<file path="src/rtl/mexp_pkg.sv">
// Shared types and constants of the modular exponentiation block.
`default_nettype none
package mexp_pkg;
  localparam int unsigned PayloadBits  = 62;
  localparam int unsigned ExponentBits = 63;
  localparam int unsigned TdataBits    = 64;

  typedef enum logic [0:0] {
    CFG_EXPONENT = 1'b0,
    CFG_MODULUS  = 1'b1
  } cfg_index_e;

  typedef enum logic [5:0] {
    ST_IDLE = 6'b000001,
    ST_RED  = 6'b000010,
    ST_CHK  = 6'b000100,
    ST_MUL  = 6'b001000,
    ST_SQR  = 6'b010000,
    ST_DONE = 6'b100000
  } state_e;

  typedef struct packed {
    logic start;
    logic done;
  } mul_ctrl_t;
endpackage
`default_nettype wire

</file>
<file path="src/rtl/mexp_cell.sv">
// One cell of the multiplier bit chain: holds one bit and hands it to its neighbour.
`default_nettype none
module mexp_cell (
  input  logic clk_i,
  input  logic load_i,
  input  logic shift_i,
  input  logic load_bit_i,
  input  logic next_bit_i,
  output logic bit_o
);
  logic bit_q, bit_d;

  always_comb begin
    bit_d = bit_q;
    if (load_i) begin
      bit_d = load_bit_i;
    end else if (shift_i) begin
      bit_d = next_bit_i;
    end
  end

  always_ff @(posedge clk_i) begin
    bit_q <= bit_d;
  end

  assign bit_o = bit_q;
endmodule
`default_nettype wire

</file>
<file path="src/rtl/mexp_mulmod.sv">
// Interleaved shift-add-reduce modular multiplier, one multiplier bit a cycle.
`default_nettype none
module mexp_mulmod #(
  parameter int unsigned N = 62
) (
  input  logic         clk_i,
  input  logic         rst_ni,
  input  logic         start_i,
  input  logic [N-1:0] x_i,
  input  logic [N-1:0] y_i,
  input  logic [N-1:0] m_i,
  output logic         done_o,
  output logic [N-1:0] prod_o
);
  localparam int unsigned CntBits = $clog2(N);
  localparam logic [CntBits-1:0] CntLast = CntBits'(N - 1);

  logic               busy_q, busy_d, done_q, done_d;
  logic [CntBits-1:0] cnt_q, cnt_d;
  logic [N-1:0]       acc_q, acc_d, add_q, add_d;
  logic [N:0]         sum, dbl;
  logic [N-1:0]       chain;

  for (genvar k = 0; k < N; k++) begin : g_cell
    logic nb;
    if (k == N - 1) begin : g_end
      assign nb = 1'b0;
    end else begin : g_mid
      assign nb = chain[k+1];
    end
    mexp_cell u_cell (
      .clk_i      (clk_i),
      .load_i     (start_i),
      .shift_i    (busy_q),
      .load_bit_i (y_i[k]),
      .next_bit_i (nb),
      .bit_o      (chain[k])
    );
  end

  always_comb begin
    sum    = {1'b0, acc_q} + {1'b0, add_q};
    dbl    = {add_q, 1'b0};
    acc_d  = acc_q;
    add_d  = add_q;
    cnt_d  = cnt_q;
    busy_d = busy_q;
    done_d = 1'b0;
    if (start_i) begin
      acc_d  = '0;
      add_d  = x_i;
      cnt_d  = '0;
      busy_d = 1'b1;
    end else if (busy_q) begin
      if (chain[0]) begin
        acc_d = (sum >= {1'b0, m_i}) ? N'(sum - {1'b0, m_i}) : sum[N-1:0];
      end
      add_d = (dbl >= {1'b0, m_i}) ? N'(dbl - {1'b0, m_i}) : dbl[N-1:0];
      cnt_d = cnt_q + 1'b1;
      if (cnt_q == CntLast) begin
        busy_d = 1'b0;
        done_d = 1'b1;
      end
    end
  end

  always_ff @(posedge clk_i or negedge rst_ni) begin
    if (!rst_ni) begin
      busy_q <= 1'b0;
      done_q <= 1'b0;
      cnt_q  <= '0;
    end else begin
      busy_q <= busy_d;
      done_q <= done_d;
      cnt_q  <= cnt_d;
    end
  end

  always_ff @(posedge clk_i) begin
    acc_q <= acc_d;
    add_q <= add_d;
  end

  assign done_o = done_q;
  assign prod_o = acc_q;
endmodule
`default_nettype wire

</file>
<file path="src/rtl/modular_exponentiation_top.sv">
// Top level of the modular exponentiation block: control and configuration.
//
// Computes message ^ exponent mod modulus for each request on the slave
// stream (s_axis_*); one result per request leaves on the master stream
// (m_axis_*). Exponent (index 0) and modulus (index 1) are written through
// the cfg_* channel, which is always ready; write only while idle.
// One request is worked on at a time: s_axis_tready is high only when the
// controller is idle. A request first reduces the message mod the modulus;
// then, for each exponent bit up to its highest set bit, there is a check,
// a multiplication where the bit is set, and a squaring; a last check and
// the load of the output register follow. The multiplier is bit-serial,
// built on a chain of cells. A modulus of zero or one returns 0.
// The result sits in an output register; if the receiver stalls it holds
// there, the next request may be taken meanwhile and completes once the
// register is free.
// Reset restores exponent 1 and modulus 1 and empties the output register.
`default_nettype none
module modular_exponentiation_top #(
  parameter int unsigned OPERAND_BITS = 62
) (
  input  logic        clk_i,
  input  logic        rst_ni,
  input  logic        s_axis_tvalid,
  output logic        s_axis_tready,
  input  logic [63:0] s_axis_tdata,   // message[61:0], zero pad
  output logic        m_axis_tvalid,
  input  logic        m_axis_tready,
  output logic [63:0] m_axis_tdata,   // power_result[61:0], zero pad
  input  logic        cfg_valid_i,
  output logic        cfg_ready_o,
  input  mexp_pkg::cfg_index_e cfg_index_i,
  input  logic [62:0] cfg_data_i
);
  import mexp_pkg::*;

  localparam int unsigned N = OPERAND_BITS;
  localparam int unsigned CntBits = $clog2(N);
  localparam logic [CntBits-1:0] CntLast = CntBits'(N - 1);

  state_e                  st_q, st_d;
  logic [ExponentBits-1:0] exp_cfg_q, e_q, e_d;
  logic [PayloadBits-1:0]  mod_cfg_q;
  logic [N-1:0]            m_q, m_d, base_q, base_d, acc_q, acc_d, msg_q, msg_d;
  logic [CntBits-1:0]      cnt_q, cnt_d;
  logic                    iss_q, iss_d;
  logic                    ov_q, ov_d;
  logic [PayloadBits-1:0]  od_q, od_d, res_ext;
  logic [N:0]              rd;
  logic [N-1:0]            prod, mul_x;
  logic [N-1:0]            in_mod;
  mul_ctrl_t               mc;

  assign cfg_ready_o   = 1'b1;
  assign s_axis_tready = (st_q == ST_IDLE);
  assign in_mod        = mod_cfg_q[N-1:0];

  always_ff @(posedge clk_i or negedge rst_ni) begin
    if (!rst_ni) begin
      exp_cfg_q <= ExponentBits'(1);
      mod_cfg_q <= PayloadBits'(1);
    end else if (cfg_valid_i) begin
      case (cfg_index_i)
        CFG_EXPONENT: exp_cfg_q <= cfg_data_i;
        CFG_MODULUS:  mod_cfg_q <= cfg_data_i[PayloadBits-1:0];
        default:      exp_cfg_q <= exp_cfg_q;
      endcase
    end
  end

  assign mc.start = ((st_q == ST_MUL) || (st_q == ST_SQR)) && !iss_q;
  assign mul_x    = (st_q == ST_MUL) ? acc_q : base_q;

  mexp_mulmod #(.N(N)) u_mul (
    .clk_i   (clk_i),
    .rst_ni  (rst_ni),
    .start_i (mc.start),
    .x_i     (mul_x),
    .y_i     (base_q),
    .m_i     (m_q),
    .done_o  (mc.done),
    .prod_o  (prod)
  );

  always_comb begin
    res_ext        = '0;
    res_ext[N-1:0] = acc_q;
    rd     = {base_q, msg_q[N-1]};
    st_d   = st_q;
    e_d    = e_q;
    m_d    = m_q;
    base_d = base_q;
    acc_d  = acc_q;
    msg_d  = msg_q;
    cnt_d  = cnt_q;
    iss_d  = iss_q;
    ov_d   = ov_q;
    od_d   = od_q;
    if (ov_q && m_axis_tready) begin
      ov_d = 1'b0;
    end
    case (st_q)
      ST_IDLE: begin
        if (s_axis_tvalid) begin
          m_d    = in_mod;
          e_d    = exp_cfg_q;
          msg_d  = s_axis_tdata[N-1:0];
          base_d = '0;
          cnt_d  = '0;
          if (in_mod <= N'(1)) begin
            acc_d = '0;
            st_d  = ST_DONE;
          end else begin
            acc_d = N'(1);
            st_d  = ST_RED;
          end
        end
      end
      ST_RED: begin
        base_d = (rd >= {1'b0, m_q}) ? N'(rd - {1'b0, m_q}) : rd[N-1:0];
        msg_d  = {msg_q[N-2:0], 1'b0};
        cnt_d  = cnt_q + 1'b1;
        if (cnt_q == CntLast) begin
          st_d = ST_CHK;
        end
      end
      ST_CHK: begin
        iss_d = 1'b0;
        if (e_q == '0) begin
          st_d = ST_DONE;
        end else if (e_q[0]) begin
          st_d = ST_MUL;
        end else begin
          st_d = ST_SQR;
        end
      end
      ST_MUL: begin
        if (mc.start) begin
          iss_d = 1'b1;
        end
        if (mc.done) begin
          acc_d = prod;
          iss_d = 1'b0;
          st_d  = ST_SQR;
        end
      end
      ST_SQR: begin
        if (mc.start) begin
          iss_d = 1'b1;
        end
        if (mc.done) begin
          base_d = prod;
          e_d    = e_q >> 1;
          iss_d  = 1'b0;
          st_d   = ST_CHK;
        end
      end
      ST_DONE: begin
        if (!ov_q) begin
          od_d = res_ext;
          ov_d = 1'b1;
          st_d = ST_IDLE;
        end
      end
      default: st_d = ST_IDLE;
    endcase
  end

  always_ff @(posedge clk_i or negedge rst_ni) begin
    if (!rst_ni) begin
      st_q  <= ST_IDLE;
      cnt_q <= '0;
      iss_q <= 1'b0;
      ov_q  <= 1'b0;
    end else begin
      st_q  <= st_d;
      cnt_q <= cnt_d;
      iss_q <= iss_d;
      ov_q  <= ov_d;
    end
  end

  always_ff @(posedge clk_i) begin
    e_q    <= e_d;
    m_q    <= m_d;
    base_q <= base_d;
    acc_q  <= acc_d;
    msg_q  <= msg_d;
    od_q   <= od_d;
  end

  assign m_axis_tvalid = ov_q;
  assign m_axis_tdata  = TdataBits'(od_q);
endmodule
`default_nettype wire
</file>
<file path="config.mk">
export PLATFORM = sky130hd
export DESIGN_NAME = modular_exponentiation_top
export DESIGN_NICKNAME = d
export VERILOG_FILES = /design/src/rtl/mexp_pkg.sv /design/src/rtl/mexp_cell.sv /design/src/rtl/mexp_mulmod.sv /design/src/rtl/modular_exponentiation_top.sv
export SDC_FILE = /design/constraint.sdc
export NUM_CORES = 2
export LEC_CHECK = 0
export BUFFER_PORTS_ARGS = -buffer_cell sky130_fd_sc_hd__buf_2
export CORE_AREA = 5 5 426 428
export CTS_CLUSTER_SIZE = 25
export DETAILED_ROUTE_END_ITERATION = 7
export DIE_AREA = 0 0 431 433
export GPL_ROUTABILITY_DRIVEN = 0
export HOLD_SLACK_MARGIN = 0.05
export SLEW_MARGIN = 20
export SYNTH_ARGS = -nofsm -noshare
export SYNTH_HDL_FRONTEND = slang
export SYNTH_SLANG_ARGS = --single-unit
</file>
<file path="constraint.sdc">
create_clock -name clk_i -period 7.61 [get_ports clk_i]
set_clock_uncertainty 0.15 [all_clocks]
set_input_delay 1.522 -clock clk_i [delete_from_list [all_inputs] [get_ports clk_i]]
set_output_delay 1.522 -clock clk_i [all_outputs]
set_load 0.05 [all_outputs]
</file>
**Word-level counts from Yosys, hierarchy flattened**

Index checks and enable logic that the tools add are counted.

- Add/sub/neg operators: 6
- Magnitude comparators: 4
- Eq/ne operators: 14
- Muxes and demuxes: 166
- Bitwise gates (word level): 2
- Reduce and logical (&&, ||, !) cells: 23

Operator list:

| cell | count |
|---|---|
| $mux W62 | 10 |
| $pmux W62 S2 | 2 |
| $ge A63 B62 Y1 | 3 |
| $pmux W62 S3 | 1 |
| $sub A62 B62 Y62 | 3 |
| $mux W1 | 136 |
| $mux W63 | 2 |
| $pmux W63 S2 | 1 |
| $add A62 B62 Y63 | 1 |
| $logic_not A63 Y1 | 1 |
| $le A62 B1 Y1 const B | 1 |
| $mux W6 | 10 |
| $pmux W6 S6 | 1 |
| $eq A6 B6 Y1 const B | 3 |
| $reduce_and A2 Y1 | 7 |
| $add A6 B1 Y6 const B | 2 |
| $pmux W6 S2 | 1 |
| $reduce_bool A2 Y1 | 5 |
| $reduce_and A3 Y1 | 3 |
| $eq A6 B1 Y1 const B | 1 |
| $eq A6 B2 Y1 const B | 1 |
| $eq A6 B3 Y1 const B | 1 |
| $eq A6 B4 Y1 const B | 1 |
| $eq A6 B5 Y1 const B | 1 |
| 12 further kinds | 17 |

- Flip-flop bits (word level): 706
- Input bits: 133
- Output and inout bits: 67
- Logic and storage cells: 294

**Logic depth before layout (Yosys ltp)**

- Depth after elaboration: 6
- Gate-level depth with buffers: 28
- Gate-level depth less buffers: 25

**By module**

A second synthesis with hierarchy kept.

- Cells, all modules: 4768
- Area total of the unflattened synthesis: 45143.3 µm²

Modules (own cells, without submodules):

| module | times used | cells an instance | area each (µm²) | seq. area each (µm²) |
|---|---|---|---|---|
| modular_exponentiation_top | 1 | 2266 | 24631.1 | 14682.8 |
| mexp_mulmod | 1 | 2316 | 17331.6 | 3303.2 |
| mexp_cell | 62 | 3 | 51.3 | 30.0 |

**Worst setup path after synthesis**

OpenSTA, ideal clock, no wires.

- Path kind: flip-flop to flip-flop
- From: register u_mul.add_q[0]
- To: register u_mul.acc_q[56], in the netlist u_mul.prod_o[56]
- Library setup time: 120 ps
- Data arrival time: 5626 ps
- Data required time: 7340 ps
- Slack: 1714 ps
- Stages on the path, launching flop included: 29
- Path buffers: 3
- Clock period less this slack: 5896 ps
- Path through: edfxtp_1 > ha_1 > inv_1 > fa_1 > nand2b_1 > a21o_1 > a211o_1 > a211o_1 > a21oi_1 > a21oi_1 > o31ai_2 > a41oi_1 > o21bai_1 > xor2_1 > ha_1 > clkbuf_1 > a21o_1 > a21o_1 > a21oi_1 > o21ai_0 > a211o_1 > a211o_1 > a211oi_1 > o21ai_2 > buf_6 > buf_12 > nand2_1 > nor2_1 > a211o_1

- Word-level cells in the longest chain between the ends: 3
- Elaborated cells between the ends (all ways): 4
- Those cells by class: add/sub (2); order compare (1); mux (1)

RTL lines:

| what | line | RTL |
|---|---|---|
| start, declared | mexp_mulmod.sv:20 | `logic [N-1:0] acc_q, acc_d, add_q, add_d;` |
| start signal, assigned | mexp_mulmod.sv:81 | `add_q <= add_d;` |
| $add A62 B62 Y63 * | mexp_mulmod.sv:42 | `sum = {1'b0, acc_q} + {1'b0, add_q};` |
| $sub A62 B62 Y62 / $ge A63 B62 Y1 (equally long branches) | mexp_mulmod.sv:56 | `acc_d = (sum >= {1'b0, m_i}) ? N'(sum - {1'b0, m_i}) : sum[N-1:0];` |
| $mux W62 * | mexp_mulmod.sv:56 |  |
| end signal, assigned | mexp_mulmod.sv:80 | `acc_q <= acc_d;` |
| end, declared | mexp_mulmod.sv:20 |  |

Mark *: on every way between the ends. The rest lies on a longest branch, timed or not.
A chain may end at the register's enable or synchronous reset.

**Worst setup path after layout**

- From: register u_mul.add_q[0]
- To: register u_mul.acc_q[7], in the netlist u_mul.prod_o[7]

Same word-level chain as after synthesis.

==> qor.yml <==
run_status:
  status: "completed"
logic_synthesis:
  yosys-top-cells-area: "edfxtp_1, nand2_1, dfrtp_1"
  synth-async-reset-ratio_pct: 20.8
  synth_edf_count: 497
  ys_ff_latch: 706
  avgSynthCellArea_um2: 9.32
  seq_area_frac_synth_pct: 45.2
  ys.flop_type: "edfxtp_1"
  syn_area_um2: 43900
  syn_inst: 4716
  synth_top_cell_area_share_pct: 34.0
  yosysWarnings: 0
  yosys.area.top_type: "edfxtp_1"
  synth_cell_types: 97
timing:
  tns_ns: 0
  maxSlewViolCount: 0
  finalHoldViolations: 0
  tightest_slew_ns: 1.13
  post-route-min-period_ns: 7.13
  setup_viol: 0
  fin_crit_sh_pct: 93.6
  fmax_mhz: 140
  rsz0062_at_grt: "false"
  slew_headroom_pct: 23.4
clock_tree:
  clock_latency_ns: 0.70
  postCtsSetupRepairBufs: 0
  holdBufCountCts: 0
  cts.reportedPaths.clkPinSlew_ns: 0.06
  htree_levels: 3
  cts_tree: "built"
  cts_resized: 0
  cts_buffer_depth: 3
  cts_root_buffer: "clkbuf_16"
  clock_sinks: 706
  cts_buffers: 80
setup_path:
  critPathArrivalTime_ns: 7.51
  crit_path_max_fanout: 17
  rr_endpoint: "u_mul.prod_o[7]$_SDFFE_PP0P_"
  r2r_slack_ns: 0.48
  end_kind: "flip-flop"
  crit_start: "u_mul.add_q[0]$_DFFE_PP_"
  r2r_start: "u_mul.add_q[0]$_DFFE_PP_"
  reg2reg_depth: 26
  critPathLaunchType: "flip-flop"
  setup.worst_path.class: "reg -> reg"
  cp.required_ns: 7.99
global_routing:
  grt_max_degree: 120
  track_usage_pct: 15.0
  gr-total-overflow: 0
  grt_pass1_vias: 34838
  antenna_found_initial: 30
  grt_pass1_wl_um: 217000
placement:
  placed_area_um2: 47300
  portBuffers: 194
  hpwl_um: 111000
layout:
  fillers: 18709
  layout_commonest_cell: "nand2_1"
  fin_util_pct: 28.1
  final_nets: 5164
  seq_area_um2: 19800
  layout-drive-gt1-share_pct: 11.4
  layout_common_cells: "nand2_1, edfxtp_1, a21oi_1, o21ai_0, ha_1"
  final_area_um2: 49900
  area_growth_pct: 13.6
  multi_input_area_um2: 22600
route:
  drc: 0
  viasPerCell: 5.13
  drt_iter0_drc: 3487
  wl_per_cell_um: 20.3
  drtAntennaViolNets: 0
  finalWirelength_um: 146000
  dr.pass1.iters: 8
  vias: 36952
floorplanning:
  num_rows: 155
  die_h_um: 433
  die_area_um2: 187000
  coreArea_um2: 177000
  initial_utilization_pct: 24.8
  num_io_pins: 200
  die_w_um: 431
hold_path:
  hold_class: "reg -> reg"
  holdPathEnd: "od_q[53]$_DFFE_PP_"
  min_path_cells: 0
  hold_start: "acc_q[53]$_SDFFCE_PN0P_"
run:
  cap_violations: 0
worst max-delay path by stage:
stage | to | slack [ns] | depth (start not counted)
after CTS | u_mul.prod_o[7]$_SDFFE_PP0P_ | 0.59 | 26
final | u_mul.prod_o[7]$_SDFFE_PP0P_ | 0.48 | 26
after floorplan | u_mul.prod_o[56]$_SDFFE_PP0P_ | 1.71 | 28
after detailed placement | u_mul.prod_o[43]$_SDFFE_PP0P_ | 0.63 | 26
after global placement | u_mul.prod_o[7]$_SDFFE_PP0P_ | 0.64 | 26
after global routing | u_mul.prod_o[7]$_SDFFE_PP0P_ | 0.19 | 22
worst max-delay path: stages (launching register included):
cell and delay, ns:
edfxtp_1 0.41, ha_1 0.24, inv_1 0.08, fa_1 0.41, nand2b_1 0.19, a21o_1 0.22, a211o_1 0.35, a211o_1 0.33
a21oi_1 0.31, a21oi_1 0.22, o31ai_2 0.38, a41oi_1 0.29, o21bai_1 0.25, xor2_1 0.29, ha_1 0.38, a21o_1 0.22
a21o_1 0.16, a21oi_1 0.26, o21ai_0 0.13, a211o_1 0.30, a211o_1 0.28, a211oi_1 0.32, o21ai_4 0.17, buf_4 0.25
nor3b_1 0.16, a21oi_1 0.12, a21oi_1 0.08
area by class of cell:
| class | instances | area share [%] |
|---|---|---|
| Multi-Input combinational cell | 3609 | 45.3 |
| Timing Repair Buffer | 237 | 2.68 |
| Sequential cell | 706 | 39.7 |
| Clock inverter | 49 | 1.09 |
| Inverter | 141 | 1.06 |
| Clock buffer | 96 | 4.21 |
| Antenna cell | 4 | 0.0200 |
| Tap cell | 2355 | 5.90 |
cells by family after synthesis:
group                    Yosys count  synth area share, %
AO/OA/AOI/OAI                   1252                 17.9
XOR/XNOR                         225                 4.48
adder cells (fa/ha/maj)          256                 7.36
buffers and inverters            402                 3.64
flip-flops                       706                 45.2
multiplexers                     162                 4.07
other                              2               0.0171
AND/OR/NAND/NOR                 1711                 17.4
synthesized netlist by cell type (all sizes together), types with 50 or more instances:
master    n
xor2     93
dfrtp   144
clkbuf  222
nand2   985
ha      252
and2     85
nor2    228
a21oi   365
nor3     50
xnor2   132
a21o    133
o21ai   296
a211oi   61
nand4    77
a31oi   101
dfxtp    62
mux2    132
nand3    77
edfxtp  497
inv     141
layer usage:
metal / part of all wire, % / track usage, % / wire, µm / vias to the layer above
li1: - / - / - / 17241
met1: 44 / 20.2 / 64100 / 17898
met2: 45 / 24.2 / 65500 / 1492
met3: 7.1 / 2.61 / 10300 / 311
met4: 4.0 / 5.57 / 5790 / 10
met5: 0.043 / 0 / 62 / -
registers in the layout, indices dropped and copies added (netlist names), 62 cells and up:
signal and count:
acc_q 62, base_q 62, e_q 63, exp_cfg_q 63, in_mod 62, m_q 62, msg_q 62, od_q 62
u_mul.add_q 62, u_mul.g_cell.u_cell.bit_o 62, u_mul.prod_o 62
through the flow:
stage          hold WS, ns  cells  worst slack, ns
3_5_place_dp         0.287   7048            0.630
2_1_floorplan        0.276   4717             1.71
5_1_grt              0.313   7194            0.194
4_1_cts              0.303   7193            0.592
6_report             0.301   7197            0.484
3_3_place_gp         0.288   7048            0.639
Power is left out: the tool's default activity adds up to more than one toggle a clock period on the data nets, which glitch-free logic cannot reach.
